### config.mk
export PLATFORM = sky130hd
export DESIGN_NAME = response_frame_decoder_flat
export DESIGN_NICKNAME = d
export VERILOG_FILES = /design/src/sv/rfd_pkg.sv /design/src/sv/rfd_if.sv /design/src/sv/rfd_front.sv /design/src/sv/rfd_queue.sv /design/src/sv/rfd_back.sv /design/src/sv/response_frame_decoder.sv /design/src/flat_wrapper.sv
export SDC_FILE = /design/constraint.sdc
export NUM_CORES = 1
export LEC_CHECK = 0
export BUFFER_PORTS_ARGS = -buffer_cell sky130_fd_sc_hd__buf_2
export CAP_MARGIN = 20
export CELL_PAD_IN_SITES_DETAIL_PLACEMENT = 0
export CELL_PAD_IN_SITES_GLOBAL_PLACEMENT = 1
export CORE_MARGIN = 8
export CORE_UTILIZATION = 25
export DETAILED_ROUTE_END_ITERATION = 10
export GPL_ROUTABILITY_DRIVEN = 0
export PLACE_DENSITY = 0.55
export SLEW_MARGIN = 10
export SYNTH_ARGS = -nofsm -noshare
export SYNTH_HDL_FRONTEND = slang
export SYNTH_SLANG_ARGS = --single-unit
### constraint.sdc
create_clock -name clk -period 5.71 [get_ports clk]
set_clock_uncertainty 0.2 [all_clocks]
set_input_delay 1.142 -clock clk [delete_from_list [all_inputs] [get_ports clk]]
set_output_delay 1.142 -clock clk [all_outputs]
set_load 0.01 [all_outputs]
### src/sv/rfd_pkg.sv
// Shared types and constants for the response frame decoder.
`default_nettype none

package rfd_pkg;

  // Message opcodes
  localparam logic [15:0] OP_FOLLOW   = 16'd4;
  localparam logic [15:0] OP_USERLIST = 16'd7;
  localparam logic [15:0] OP_STAT     = 16'd8;
  localparam logic [15:0] OP_NOTIF    = 16'd9;
  localparam logic [15:0] OP_ACK      = 16'd10;
  localparam logic [15:0] OP_ERROR    = 16'd11;

  // Default depth of the result queue between front and back
  localparam int QUEUE_DEPTH = 4;

  typedef enum logic [1:0] {
    MSG_NOTIF = 2'd0,
    MSG_ACK   = 2'd1,
    MSG_ERROR = 2'd2,
    MSG_BAD   = 2'd3
  } msg_kind_t;

  typedef enum logic [3:0] {
    FLD_NOTIF_TYPE = 4'd0,
    FLD_TEXT       = 4'd1,
    FLD_STR_END    = 4'd2,
    FLD_ACKED_OP   = 4'd3,
    FLD_USERS      = 4'd4,
    FLD_POSTS      = 4'd5,
    FLD_FOLLOWERS  = 4'd6,
    FLD_FOLLOWING  = 4'd7,
    FLD_ERR_OP     = 4'd8,
    FLD_BAD_OP     = 4'd9
  } field_kind_t;

  typedef struct packed {
    msg_kind_t          msg_kind;
    field_kind_t        field_kind;
    logic signed [15:0] field_value;
    logic               last;
  } result_t;

endpackage

`default_nettype wire

### src/sv/rfd_if.sv
// Valid/ready channel interfaces for received bytes and decoded results.
`default_nettype none

interface rfd_byte_if;
  logic       valid;
  logic       ready;
  logic [7:0] rx_byte;

  modport source (output valid, output rx_byte, input ready);
  modport sink   (input valid, input rx_byte, output ready);
endinterface

interface rfd_result_if;
  logic               valid;
  logic               ready;
  logic [1:0]         msg_kind;
  logic [3:0]         field_kind;
  logic signed [15:0] field_value;
  logic               last;

  modport source (output valid, output msg_kind, output field_kind, output field_value,
                  output last, input ready);
  modport sink   (input valid, input msg_kind, input field_kind, input field_value,
                  input last, output ready);
endinterface

`default_nettype wire

### src/sv/rfd_front.sv
// Front end: takes received bytes, tracks the frame position and builds result records.
`default_nettype none

module rfd_front (
  input  logic              clk,
  input  logic              rst,
  rfd_byte_if.sink          rx,
  input  logic              q_full,
  output logic              push,
  output rfd_pkg::result_t  res
);
  import rfd_pkg::*;

  logic [3:0]  pos, pos_next;
  logic [15:0] frame_op, frame_op_next;
  logic [15:0] acked_op, acked_op_next;
  logic [7:0]  hold, hold_next;
  logic [14:0] term_cnt, term_cnt_next;

  logic        accept;
  logic        emit;
  logic [7:0]  b;
  logic [15:0] joined;
  logic        frame_known;
  logic        acked_list;
  logic        acked_ext;

  function automatic result_t mk_res(msg_kind_t mk, field_kind_t fk, logic [15:0] v,
                                     logic l);
    result_t r;
    r.msg_kind    = mk;
    r.field_kind  = fk;
    r.field_value = signed'(v);
    r.last        = l;
    return r;
  endfunction

  // A byte is taken whenever the queue has room for a possible result
  assign rx.ready = !q_full;
  assign accept   = rx.valid && !q_full;
  assign push     = accept && emit;

  assign b           = rx.rx_byte;
  assign joined      = {hold, b};
  assign frame_known = (joined == OP_NOTIF) || (joined == OP_ACK) || (joined == OP_ERROR);
  assign acked_list  = (acked_op == OP_FOLLOW) || (acked_op == OP_USERLIST);
  assign acked_ext   = (joined == OP_FOLLOW) || (joined == OP_USERLIST) ||
                       (joined == OP_STAT);

  // Per-byte frame decode
  always_comb begin
    pos_next      = pos;
    frame_op_next = frame_op;
    acked_op_next = acked_op;
    hold_next     = hold;
    term_cnt_next = term_cnt;
    emit          = 1'b0;
    res           = mk_res(MSG_NOTIF, FLD_NOTIF_TYPE, 16'd0, 1'b0);

    if (pos == 4'd0) begin
      hold_next = b;
      pos_next  = 4'd1;
    end else if (pos == 4'd1) begin
      frame_op_next = joined;
      term_cnt_next = '0;
      if (!frame_known) begin
        pos_next = 4'd0;
        emit     = 1'b1;
        res      = mk_res(MSG_BAD, FLD_BAD_OP, joined, 1'b1);
      end else begin
        pos_next = 4'd2;
      end
    end else if (frame_op == OP_NOTIF) begin
      // Notification: type byte, then two zero-terminated strings
      if (pos == 4'd2) begin
        pos_next      = 4'd3;
        term_cnt_next = '0;
        emit          = 1'b1;
        res           = mk_res(MSG_NOTIF, FLD_NOTIF_TYPE, {15'd0, b != 8'd0}, 1'b0);
      end else if (pos != 4'd3) begin
        pos_next      = 4'd0;
        term_cnt_next = '0;
      end else if (b != 8'd0) begin
        emit = 1'b1;
        res  = mk_res(MSG_NOTIF, FLD_TEXT, {8'd0, b}, 1'b0);
      end else if (term_cnt != '0) begin
        pos_next      = 4'd0;
        term_cnt_next = '0;
        emit          = 1'b1;
        res           = mk_res(MSG_NOTIF, FLD_STR_END, 16'd0, 1'b1);
      end else begin
        term_cnt_next = term_cnt + 15'd1;
        emit          = 1'b1;
        res           = mk_res(MSG_NOTIF, FLD_STR_END, 16'd0, 1'b0);
      end
    end else if (frame_op == OP_ERROR) begin
      // Error: one 16-bit opcode
      if (pos == 4'd2) begin
        hold_next = b;
        pos_next  = 4'd3;
      end else if (pos == 4'd3) begin
        acked_op_next = joined;
        pos_next      = 4'd0;
        term_cnt_next = '0;
        emit          = 1'b1;
        res           = mk_res(MSG_ERROR, FLD_ERR_OP, joined, 1'b1);
      end else begin
        pos_next      = 4'd0;
        term_cnt_next = '0;
      end
    end else if (pos == 4'd2) begin
      hold_next = b;
      pos_next  = 4'd3;
    end else if (pos == 4'd3) begin
      // Ack: acked opcode decides whether more follows
      acked_op_next = joined;
      emit          = 1'b1;
      if (acked_ext) begin
        pos_next = 4'd4;
        res      = mk_res(MSG_ACK, FLD_ACKED_OP, joined, 1'b0);
      end else begin
        pos_next      = 4'd0;
        term_cnt_next = '0;
        res           = mk_res(MSG_ACK, FLD_ACKED_OP, joined, 1'b1);
      end
    end else if (acked_list) begin
      // Follow / user list: count, then that many names
      if (pos == 4'd4) begin
        hold_next = b;
        pos_next  = 4'd5;
      end else if (pos == 4'd5) begin
        emit = 1'b1;
        if (joined == 16'd0 || joined[15]) begin
          pos_next      = 4'd0;
          term_cnt_next = '0;
          res           = mk_res(MSG_ACK, FLD_USERS, joined, 1'b1);
        end else begin
          term_cnt_next = joined[14:0];
          pos_next      = 4'd6;
          res           = mk_res(MSG_ACK, FLD_USERS, joined, 1'b0);
        end
      end else if (pos != 4'd6) begin
        pos_next      = 4'd0;
        term_cnt_next = '0;
      end else if (b != 8'd0) begin
        emit = 1'b1;
        res  = mk_res(MSG_ACK, FLD_TEXT, {8'd0, b}, 1'b0);
      end else if (term_cnt == 15'd1) begin
        pos_next      = 4'd0;
        term_cnt_next = '0;
        emit          = 1'b1;
        res           = mk_res(MSG_ACK, FLD_STR_END, 16'd0, 1'b1);
      end else begin
        term_cnt_next = term_cnt - 15'd1;
        emit          = 1'b1;
        res           = mk_res(MSG_ACK, FLD_STR_END, 16'd0, 1'b0);
      end
    end else if (acked_op == OP_STAT) begin
      // Stat: three 16-bit counts
      unique case (pos)
        4'd4, 4'd6, 4'd8: begin
          hold_next = b;
          pos_next  = pos + 4'd1;
        end
        4'd5: begin
          pos_next = 4'd6;
          emit     = 1'b1;
          res      = mk_res(MSG_ACK, FLD_POSTS, joined, 1'b0);
        end
        4'd7: begin
          pos_next = 4'd8;
          emit     = 1'b1;
          res      = mk_res(MSG_ACK, FLD_FOLLOWERS, joined, 1'b0);
        end
        4'd9: begin
          pos_next      = 4'd0;
          term_cnt_next = '0;
          emit          = 1'b1;
          res           = mk_res(MSG_ACK, FLD_FOLLOWING, joined, 1'b1);
        end
        default: begin
          pos_next      = 4'd0;
          term_cnt_next = '0;
        end
      endcase
    end else begin
      pos_next      = 4'd0;
      term_cnt_next = '0;
    end
  end

  // Frame state
  always_ff @(posedge clk) begin
    if (rst) begin
      pos      <= '0;
      frame_op <= '0;
      acked_op <= '0;
      hold     <= '0;
      term_cnt <= '0;
    end else if (accept) begin
      pos      <= pos_next;
      frame_op <= frame_op_next;
      acked_op <= acked_op_next;
      hold     <= hold_next;
      term_cnt <= term_cnt_next;
    end
  end

endmodule

`default_nettype wire

### src/sv/rfd_queue.sv
// Small result queue between the decode front end and the output stage.
`default_nettype none

module rfd_queue #(
  parameter int DEPTH = rfd_pkg::QUEUE_DEPTH
) (
  input  logic              clk,
  input  logic              rst,
  input  logic              push,
  input  rfd_pkg::result_t  din,
  output logic              full,
  input  logic              pop,
  output rfd_pkg::result_t  dout,
  output logic              nempty
);
  import rfd_pkg::*;

  localparam int PtrW = $clog2(DEPTH);
  localparam int CntW = $clog2(DEPTH + 1);
  localparam logic [PtrW-1:0] LastIdx = PtrW'(DEPTH - 1);
  localparam logic [CntW-1:0] FullCnt = CntW'(DEPTH);

  result_t         slots [DEPTH];
  logic [PtrW-1:0] wr_ptr, rd_ptr;
  logic [CntW-1:0] count;

  assign full   = (count == FullCnt);
  assign nempty = (count != '0);
  assign dout   = slots[rd_ptr];

  // Entry storage
  always_ff @(posedge clk) begin
    if (push) begin
      slots[wr_ptr] <= din;
    end
  end

  // Pointers and fill count
  always_ff @(posedge clk) begin
    if (rst) begin
      wr_ptr <= '0;
      rd_ptr <= '0;
      count  <= '0;
    end else begin
      if (push) begin
        wr_ptr <= (wr_ptr == LastIdx) ? '0 : wr_ptr + 1'b1;
      end
      if (pop) begin
        rd_ptr <= (rd_ptr == LastIdx) ? '0 : rd_ptr + 1'b1;
      end
      if (push && !pop) begin
        count <= count + 1'b1;
      end else if (pop && !push) begin
        count <= count - 1'b1;
      end
    end
  end

endmodule

`default_nettype wire

### src/sv/rfd_back.sv
// Back end: output register that presents results to the consumer.
`default_nettype none

module rfd_back (
  input  logic              clk,
  input  logic              rst,
  input  logic              q_nempty,
  input  rfd_pkg::result_t  q_data,
  output logic              pop,
  rfd_result_if.source      rsp
);
  import rfd_pkg::*;

  logic    valid;
  result_t hold_res;

  // Refill whenever the register is empty or its transfer completes
  assign pop = q_nempty && (!valid || rsp.ready);

  always_ff @(posedge clk) begin
    if (rst) begin
      valid <= 1'b0;
    end else if (pop) begin
      valid <= 1'b1;
    end else if (rsp.ready) begin
      valid <= 1'b0;
    end
  end

  always_ff @(posedge clk) begin
    if (pop) begin
      hold_res <= q_data;
    end
  end

  assign rsp.valid       = valid;
  assign rsp.msg_kind    = hold_res.msg_kind;
  assign rsp.field_kind  = hold_res.field_kind;
  assign rsp.field_value = hold_res.field_value;
  assign rsp.last        = hold_res.last;

endmodule

`default_nettype wire

### src/sv/response_frame_decoder.sv
// Top level of the response frame decoder: front end, result queue and output stage.
//
//   channel  dir  payload                                      transfer when
//   rx       in   rx_byte[7:0]                                 rx.valid & rx.ready
//   rsp      out  msg_kind[1:0] field_kind[3:0]                rsp.valid & rsp.ready
//                 field_value[15:0] signed, last
//
// One byte per cycle is taken while the result queue has room; the frame state
// updates in the same cycle and any result enters the queue.
// A result passes through the queue, then the output register, on its way to rsp;
// latency grows only while rsp is stalled.
// rx stalls only once the queue (QUEUE_DEPTH entries) is full.
// Synchronous reset returns the decoder to the start of a message and empties the queue.
`default_nettype none

module response_frame_decoder #(
  parameter int QUEUE_DEPTH = rfd_pkg::QUEUE_DEPTH
) (
  input  logic          clk,
  input  logic          rst,
  rfd_byte_if.sink      rx,
  rfd_result_if.source  rsp
);
  import rfd_pkg::*;

  logic    push, pop, q_full, q_nempty;
  result_t front_res, q_data;

  rfd_front u_front (
    .clk    (clk),
    .rst    (rst),
    .rx     (rx),
    .q_full (q_full),
    .push   (push),
    .res    (front_res)
  );

  rfd_queue #(
    .DEPTH (QUEUE_DEPTH)
  ) u_queue (
    .clk    (clk),
    .rst    (rst),
    .push   (push),
    .din    (front_res),
    .full   (q_full),
    .pop    (pop),
    .dout   (q_data),
    .nempty (q_nempty)
  );

  rfd_back u_back (
    .clk      (clk),
    .rst      (rst),
    .q_nempty (q_nempty),
    .q_data   (q_data),
    .pop      (pop),
    .rsp      (rsp)
  );

endmodule

`default_nettype wire

### src/flat_wrapper.sv
// flat-port wrapper written by rule: the top's interface ports become plain ports
module response_frame_decoder_flat import rfd_pkg::*;
#(
  parameter int QUEUE_DEPTH = rfd_pkg::QUEUE_DEPTH
)
  (clk, rst, rx_valid, rx_rx_byte, rx_ready, rsp_valid, rsp_msg_kind, rsp_field_kind, rsp_field_value, rsp_last, rsp_ready);
  rfd_byte_if rx_i ();
  rfd_result_if rsp_i ();
  input  logic clk;
  input  logic rst;
  input wire logic [$bits(rx_i.valid)-1:0] rx_valid;
  input wire logic [$bits(rx_i.rx_byte)-1:0] rx_rx_byte;
  output wire logic [$bits(rx_i.ready)-1:0] rx_ready;
  output wire logic [$bits(rsp_i.valid)-1:0] rsp_valid;
  output wire logic [$bits(rsp_i.msg_kind)-1:0] rsp_msg_kind;
  output wire logic [$bits(rsp_i.field_kind)-1:0] rsp_field_kind;
  output wire logic [$bits(rsp_i.field_value)-1:0] rsp_field_value;
  output wire logic [$bits(rsp_i.last)-1:0] rsp_last;
  input wire logic [$bits(rsp_i.ready)-1:0] rsp_ready;
  assign rx_i.valid = rx_valid;
  assign rx_i.rx_byte = rx_rx_byte;
  assign rx_ready = rx_i.ready;
  assign rsp_valid = rsp_i.valid;
  assign rsp_msg_kind = rsp_i.msg_kind;
  assign rsp_field_kind = rsp_i.field_kind;
  assign rsp_field_value = rsp_i.field_value;
  assign rsp_last = rsp_i.last;
  assign rsp_i.ready = rsp_ready;
  response_frame_decoder #(.QUEUE_DEPTH(QUEUE_DEPTH)) u_core (.clk(clk), .rst(rst), .rx(rx_i), .rsp(rsp_i));
endmodule
After elaboration in Yosys (flattened, before gate mapping) --
Memory sizes are Yosys's and may differ from the RTL's. A register that Yosys moved wholly into a read port is not among the register bits. Index checks and enable logic that the tools add are counted.
Operators by class: add/subtract/negate cells 7, mux-type cells 101, bitwise gates (word level) 4, reductions and logical operators 33, equal/unequal tests 41
Operators with widths (number):
- 15-bit 2-to-1 mux | 20
- 23-bit 2-to-1 mux | 11
- 16-bit by 4-bit == test with 1-bit output (second input constant) | 7
- 8-bit 2-to-1 mux | 11
- 19-bit 2-to-1 mux | 4
- 4-bit 2-to-1 mux | 17
- 22-bit 2-to-1 mux | 3
- 22-bit one-hot mux with 3 select lines | 1
- 16-bit by 3-bit == test with 1-bit output (second input constant) | 4
- 1-bit 2-to-1 mux | 25
- 4-bit by 3-bit == test with 1-bit output (second input constant) | 4
- 16-bit zero test | 1
- 8-bit AND reduction | 2
- 15-bit by 1-bit adder with 15-bit output (second input constant) | 1
- 15-bit by 1-bit == test with 1-bit output (second input constant) | 1
- 15-bit nonzero test | 1
- 15-bit by 1-bit subtractor with 15-bit output (second input constant) | 1
- 3-bit 2-to-1 mux | 4
- 4-bit one-hot mux with 3 select lines | 1
- 11-bit by 1-bit inequality test with 1-bit output (second input constant) | 1
- 11-bit by 6-bit inequality test with 1-bit output (second input constant) | 1
- 3-bit inequality test (second input constant) | 3
- 4-bit by 2-bit == test with 1-bit output (second input constant) | 2
- 4-bit == test (second input constant) | 2
- 33 further kinds | 58
Word-level totals: memories kept 1, RAM bits 92, input bits 12, register bits 67
Memories:
- u_core.u_queue.slots | depth 4, bits a word 23, rd ports 1, clocked after Yosys merged registers in 1, wr ports 1, RTL line rfd_queue.sv:23 | result_t slots [DEPTH];

Depth between registers and ports, before layout --
Gate-level depths: netlist (run 1).
depth in word-level cells 16, gate-level depth with buffers 13, depth with buffers taken out 13

Cells and area by module --
A second synthesis (run 1) with hierarchy kept.
Second synthesis, totals: cell total of the unflattened synthesis 665, area total of the unflattened synthesis 8290.5 um2
By module, submodules not included:
- rfd_queue | cells an instance 164, instances 1, sequential area each 2942.8 um2, area an instance 3794.9 um2
- rfd_front | cells an instance 473, instances 1, sequential area each 1181.1 um2, area an instance 3749.8 um2
- rfd_back | cells an instance 28, instances 1, sequential area each 710.7 um2, area an instance 745.7 um2

Least setup slack after synthesis (run 1) --
No wires, ideal clock.
path kind input to register, start point input rsp_ready, end point register u_core.u_queue.count[2], data arrival time 3.650 ns, buffers on the path 0, library setup time 0.070 ns, slack 1.790 ns, stages on the path 9, path through inv_1 > a21oi_1 > inv_1 > ha_1 > inv_1 > fa_1 > xor2_1 > or3_1 > a21oi_1
Between the ends: longest elaborated chain between the ends 5, elaborated cells between the ends (all ways) 7
Ends and longest elaborated chain:
- start, declared | RTL line flat_wrapper.sv:19 | input wire logic [$bits(rsp_i.ready)-1:0] rsp_ready;
- 1-bit logical OR (*) | RTL line rfd_back.sv:18 | assign pop = q_nempty && (!valid || rsp.ready);
- 1-bit logical AND (*) | RTL line rfd_back.sv:18
- via u_core.pop | RTL line response_frame_decoder.sv:26 | logic push, pop, q_full, q_nempty;
- 1-bit zero test | RTL line rfd_queue.sv:51 | if (push && !pop) begin
- 1-bit logical AND | RTL line rfd_queue.sv:51
- 3-bit 2-to-1 mux or 2-bit nonzero test (tied branches)
- end signal, assigned | RTL line rfd_queue.sv:52 | count <= count + 1'b1;
- end signal, assigned | RTL line rfd_queue.sv:54 | count <= count - 1'b1;
- end, declared | RTL line rfd_queue.sv:25 | logic [CntW-1:0] count;
The timed path passes the listed nets; every way through them passes the cells marked *. A chain may end at the register's enable or synchronous reset.

Worst setup path in the final report (run 1) --
start point register u_core.u_front.pos[0], end point register u_core.u_queue.count[2]
Between the ends: longest elaborated chain between the ends 15, elaborated cells between the ends (all ways) 33
Ends and longest elaborated chain:
- start, declared | RTL line rfd_front.sv:14 | logic [3:0] pos, pos_next;
- start signal, assigned | RTL line rfd_front.sv:201 | pos <= pos_next;
- 4-bit by 3-bit == test with 1-bit output (tied with other cells) | RTL line rfd_front.sv:131, rfd_front.sv:160
- 3-bit OR reduction (no source line) or 1-bit 2-to-1 mux (tied branches)
- 1-bit 2-to-1 mux, on equally long branches | RTL line rfd_front.sv:160, rfd_front.sv:131
- 1-bit 2-to-1 mux, on equally long branches | RTL line rfd_front.sv:158, rfd_front.sv:128
- 1-bit 2-to-1 mux | RTL line rfd_front.sv:126 | end else if (acked_list) begin
- 1-bit 2-to-1 mux | RTL line rfd_front.sv:114 | end else if (pos == 4'd3) begin
- 1-bit 2-to-1 mux | RTL line rfd_front.sv:111 | end else if (pos == 4'd2) begin
- 1-bit 2-to-1 mux | RTL line rfd_front.sv:96 | end else if (frame_op == OP_ERROR) begin
- 1-bit 2-to-1 mux | RTL line rfd_front.sv:73 | end else if (frame_op == OP_NOTIF) begin
- 1-bit 2-to-1 mux | RTL line rfd_front.sv:63 | end else if (pos == 4'd1) begin
- 1-bit 2-to-1 mux (*) | RTL line rfd_front.sv:60 | if (pos == 4'd0) begin
- 1-bit logical AND (*) | RTL line rfd_front.sv:41 | assign push = accept && emit;
- via u_core.push | RTL line response_frame_decoder.sv:26
- 1-bit zero test | RTL line rfd_queue.sv:53 | end else if (pop && !push) begin
- 1-bit logical AND | RTL line rfd_queue.sv:53
- 2-bit nonzero test (no source line)
Marked as above.

==> results.toml, run 1 <==
[synthesis]
ys_types = 68
avgSynthCellArea_um2 = 11.4
syn_area_mm2 = 0.00814
synth_top_area_cell = "edfxtp_1"
ys.flop_type = "edfxtp_1"
netlist_top_cells_count = "edfxtp_1 (110), nand2_1 (95), dfxtp_1 (67), a21oi_1 (54), nor2_1 (53)"
yosysWarnings = 0
ys_seq_area_share_pct = 57.0
synth.most_common_cell = "edfxtp_1"
yosysTopAreaCellShare_pct = 40.6
yosys_register_bits = 177
synth_area_leaders = "edfxtp_1 (41%), dfxtp_1 (16%), mux4_2 (6.1%)"
async_flop_share_pct = 0
synth_cells = 717
synth_fp_nets = 743
synth_edf_count = 110

[worst_setup_path]
start_kind = "flop"
cp.arrival_ns = 4.14
path_max_fanout = 14
critPathKind = "flop to flop"
critPathCaptureType = "flop"
worstPathRequired_ns = 5.87
crit_chain = "inv_1, ha_1, o21bai_1, nor4_1, a22oi_1, o211a_2, a211oi_4, ha_1, inv_1, fa_1, xor2_1, or3_1, a21oi_1"
slowest_delay_ns = 0.44
rr_worst_depth = 13
slowest_stage = "fa_1"

[global_routing]
grt_max_degree = 70
grt_pass1_wl_mm = 34.2
grt_pass1_vias = 5599
grt_overflow = 0
antenna_found_initial = 0
grt_util_all_layers_pct = 11.6

[cts]
worst_skew_pair.late_latency_ns = 0.43
clk_path_buf_depth = 2
cts.htree.levels = 4
postCtsSetupRepairBufs = 0
postCtsResizedCells = 0
cts_sinks = 177
hold_buffers = 0
cts_buffers = 17
cts.clk_slew.worst_paths_ns = 0.07
root_buffer = "clkbuf_16"
tritoncts = "built"

[power]
p_total_mw = 3.58
leakagePower_nw = 3.07
pwr-share-comb_pct = 20.9
p_seq_share_pct = 44.5
power_switching_mw = 1.03
swShare_pct = 28.8
internal-power_mw = 2.55
power_density_mw_per_mm2 = 378
clock_power_share_pct = 34.6
vdd_drop_max_mv = 0.212

[timing]
max_freq_mhz = 251
worstMarginPinSlew_ns = 0.868
finalHoldWorstSlack_ns = 0.255
period_minus_slack_ns = 3.98
final-setup-viol-count = 0
setup_tns_ns = 0
timing.slew.headroom_pct = 41.6
rsz0062_at_grt = "false"
finalHoldViolCount = 0
period_share_pct = 69.7
drv_slew = 0

[layout]
drive_gt1_share_pct = 15.9
layout.nets = 776
finalNonFillerCells = 1205
utilization_pct = 29.3
syn2layout_area_growth_pct = 16.3
num_antenna_cells = 0

[place]
dp_hpwl_mm = 15.1
port_buffers = 36
dp.cells = 1173

[run_status]
status = "finished, final reports clean"

[routing]
drc = 0
vias_per_cell = 4.80
dr.pass1.iters = 7
drtAntennaViolNets = 0
wirelength_mm = 22.2
drtIter0Drc = 446
wl_per_cell_um = 18.5
dr_total_vias = 5781

[die]
die_y_um = 196
dieArea_mm2 = 0.0386
chipWidth_um = 196
core_area_mm2 = 0.0323
io_pins = 37
initial_utilization_pct = 25.2
rows = 66

[worst_hold_path]
hold_path_class = "flop to flop"
hold_path_depth = 2

[job]
max_cap_viol_count = 0
==> metrics by stage <==
stage,cell area [um^2],setup slack (ns)
2_1_floorplan,8140,1.79
3_3_place_gp,8840,1.76
3_5_place_dp,8840,1.74
4_1_cts,9470,1.72
5_1_grt,9470,1.55
6_report,9470,1.73
==> routing by layer <==
| metal | global-route usage, % | part of all wire [%] | routed length (um) |
|---|---|---|---|
| met4 | 3.54 | 1.8 | 394 |
| met2 | 17.9 | 44 | 9890 |
| met1 | 16.0 | 48 | 10700 |
| met5 | 0 | 0 | 0 |
| met3 | 2.73 | 5.5 | 1220 |
==> cell usage in the layout, fill, tap and decap left out, drive strengths merged, types with 20 or more instances in the layout <==
cell,netlist,layout
o21ai,31,31
nor2,53,53
edfxtp,110,110
clkbuf,26,20
buf,10,50
mux4,22,22
and2,23,23
a21oi,56,56
nand2,95,95
dfxtp,67,67
==> logic make-up (layout without fill, tap and decap cells) <==
logic type,count (synthesis),after routing,synth area share [%]
muxes,35,35,7.70
adders and majority gates,14,14,2.24
AOI/OAI and AO/OA,137,137,10.7
DFF,177,177,57.0
xor gates and xnor gates,15,15,1.61
and+or+nand+nor,289,289,18.2
buffers and inverters,50,96,2.44
==> final timing paths <==
kind                                    from                    endpoint  slack, ns
hold / removal    u_core.u_front.frame_op[0]  u_core.u_front.frame_op[0]       0.26
setup reg to reg       u_core.u_front.pos[0]     u_core.u_queue.count[2]       1.73
hold reg to reg   u_core.u_front.frame_op[0]  u_core.u_front.frame_op[0]       0.26
setup / recovery       u_core.u_front.pos[0]     u_core.u_queue.count[2]       1.73
==> critical path: cells and delay by family, from the launching register on <==
kind / cells / cell delay [ns]
adder cells (fa/ha/maj): 3 / 1.09
AND/OR/NAND/NOR: 2 / 0.64
XOR/XNOR: 1 / 0.18
buffers and inverters: 2 / 0.19
flip-flops: 1 / 0.40
AO/OA/AOI/OAI: 5 / 1.23
==> flip-flops by register name (all words and copies together), names as in the netlist, 3 cells and up <==
signal                         cells
u_core.u_back.rsp.field_kind       4
u_core.u_back.rsp.field_value     16
u_core.u_front.acked_op           16
u_core.u_front.frame_op           16
u_core.u_front.hold                8
u_core.u_front.pos                 4
u_core.u_front.term_cnt           15
u_core.u_queue.count               3
u_core.u_queue.slots              88
==> power groups by stage <==
stage,logic [mW],clock network [mW],registers (mW)
4_1_cts,0.768,1.27,1.59
3_3_place_gp,0.765,0,1.62
5_1_grt,0.829,1.32,1.60
2_1_floorplan,0.470,0,1.65
3_5_place_dp,0.766,0,1.62
6_report,0.748,1.24,1.59
==> cell type report <==
type / instances / area, um^2
clock inverter: 12 / 174
tap: 442 / 553
fill: 3310 / 22800
sequential: 177 / 4640
multi-input combinational: 490 / 3300
clock buffer: 20 / 457
timing repair buffer: 50 / 285
inverter: 14 / 52.6
(Power assumes the default switching activity.)
==> run 2, diff against run 1 <==
clock period = 3.7 ns   (was 5.71 ns; I/O delays follow)
==> run 2 against run 1 <==
Effect of this change:
- clock power increased by 51%
- sequential cell count unchanged
- first-iteration DRC count is 2.9% higher
- sequential share of layout area is 1.6 points lower
- worst setup slack worse by 1.5 ns
- power rose by 55%
- largest cell class unchanged
- hold slack is essentially flat
- die area stayed put
- critical path type unchanged
- final area is 3.3% higher
==> results.toml, run 2 (synthesis gave the netlist of run 1 again) <==
[routing]
drtAntennaViolNets = 0
drtIter0Drc = 459
dr_total_vias = 5855
wl_met3_um = 987
wirelength_mm = 22.4
dr_wl_met2_mm = 10.1
drt-met1-wl_mm = 10.8
dr.pass1.iters = 5
wl_per_cell_um = 17.9
vias_per_cell = 4.70
highest_layer = "met4"
drc = 0

[worst_setup_path]
path_max_fanout = 5
cpLargestDelayFamily = "simple AND/OR/NAND/NOR gates"
cp.arrival_ns = 3.65
start_kind = "flop"
path_buf_inv = 1
slowest_stage = "or4_4"
slowest_delay_ns = 0.57
worstPathRequired_ns = 3.86
critPathKind = "flop to flop"
crit_chain = "or4_4, nor4_4, a22oi_2, o211a_2, a211oi_4, ha_2, inv_1, fa_1, xor2_1, or3_1, a21oi_1"
critPathCaptureType = "flop"

[layout]
fill_cells = 3342
largest-register = "u_core.u_queue.slots"
layout_commonest_cell = "edfxtp_1"
syn2layout_area_growth_pct = 20.1
num_antenna_cells = 0
largest_reg_flops = 88
design_area_mm2 = 0.00978
finalNonFillerCells = 1246
final_cell_mix = "edfxtp_1 (110), nand2_1 (95), dfxtp_1 (67)"
layout.nets = 817
utilization_pct = 30.3
drive_gt1_share_pct = 20.6

[place]
postPlaceCellArea_mm2 = 0.00912
dp.cells = 1211
port_buffers = 36
dp_slack_ns = 0.119
dp_hpwl_mm = 15.6

[timing]
worstMarginPinSlew_ns = 0.779
period_share_pct = 94.3
finalHoldViolCount = 0
layout_setup_ws_ns = 0.212
rsz0062_at_grt = "false"
setup_tns_ns = 0
finalHoldWorstSlack_ns = 0.256
max_freq_mhz = 287
timing.slew.headroom_pct = 48.1
final-setup-viol-count = 0
period_minus_slack_ns = 3.49
drv_slew = 0

[die]
die_y_um = 196
io_pins = 37
rows = 66
initial_utilization_pct = 25.2
chipWidth_um = 196
dieArea_mm2 = 0.0386
core_area_mm2 = 0.0323

[power]
p_total_mw = 5.53
vdd_drop_max_mv = 0.302
leakagePower_nw = 3.27
power_density_mw_per_mm2 = 565

[job]
max_cap_viol_count = 0

[worst_hold_path]
hold_path_class = "flop to flop"

[run_status]
status = "finished, final reports clean"

[global_routing]
grt_util_all_layers_pct = 11.6
grt_pass1_vias = 5763
grt_pass1_wl_mm = 34.6
grt_max_degree = 70
grt_overflow = 0
antenna_found_initial = 0

[cts]
root_buffer = "clkbuf_16"
cts.htree.levels = 4
cts_buffers = 17
tritoncts = "built"
worst_skew_pair.late_latency_ns = 0.44
clk_path_buf_depth = 2
hold_buffers = 0
cts_sinks = 177
cts.clk_slew.worst_paths_ns = 0.07
-- run 2: changes by cell type in the layout (fill, tap and decap cells not counted), sizes merged --
cell,before,now
clkbuf,20,17
inv,17,22
clkinv,5,7
bufinv,3,0
buf,50,91
clkinvlp,1,0
-- run 2: cell type report --
cell class | count | area [um^2] | share of cell area [%]
flip-flops and latches | 177 | 4640 | 47.5
multi-input cells | 490 | 3320 | 33.9
repair buffers | 91 | 593 | 6.06
well taps | 442 | 553 | 5.66
clock buffers | 17 | 425 | 4.35
clock inverters | 15 | 194 | 1.98
inverters | 14 | 52.6 | 0.537
-- run 2: power by group --
group	switching, mW	total (mW)	leakage, nW	internal [mW]
Clock	0.941	1.87	0.300	0.931
Combinational	0.726	1.23	1.44	0.503
Sequential	0.0812	2.43	1.53	2.35
Total	1.75	5.53	3.27	3.78
-- run 2: metal layers --
metal | track usage (%) | vias up
met5 | 0 | -
met1 | 15.6 | 2869
met4 | 3.65 | 0
li1 | - | 2814
met3 | 2.54 | 38
met2 | 18.5 | 134
-- run 2: worst paths after layout --
| kind | slack [ns] | depth (start not counted) | startpoint | end |
|---|---|---|---|---|
| worst min-delay path | 0.26 | 2 | u_core.u_front.acked_op[10] | u_core.u_front.acked_op[10] |
| worst min register to register | 0.26 | 2 | u_core.u_front.acked_op[10] | u_core.u_front.acked_op[10] |
| worst max-delay path | 0.21 | 11 | u_core.u_front.acked_op[7] | u_core.u_queue.count[2] |
| worst max register to register | 0.21 | 11 | u_core.u_front.acked_op[7] | u_core.u_queue.count[2] |
-- run 2: worst reg2reg max path, stage by stage, from the launching register on --
cell	delay, ns
dfxtp_1	0.31
or4_4	0.57
nor4_4	0.33
a22oi_2	0.14
o211a_2	0.30
a211oi_4	0.24
ha_2	0.22
inv_1	0.05
fa_1	0.42
xor2_1	0.17
or3_1	0.31
a21oi_1	0.14
-- run 2: what timing repair did --
action / 4_1_cts / 5_1_grt
gates resized for setup: 0 / 3
hold endpoints to repair: 0 / 0
endpoints found under the setup margin: 0 / 1
buffers inserted: 0 / 2
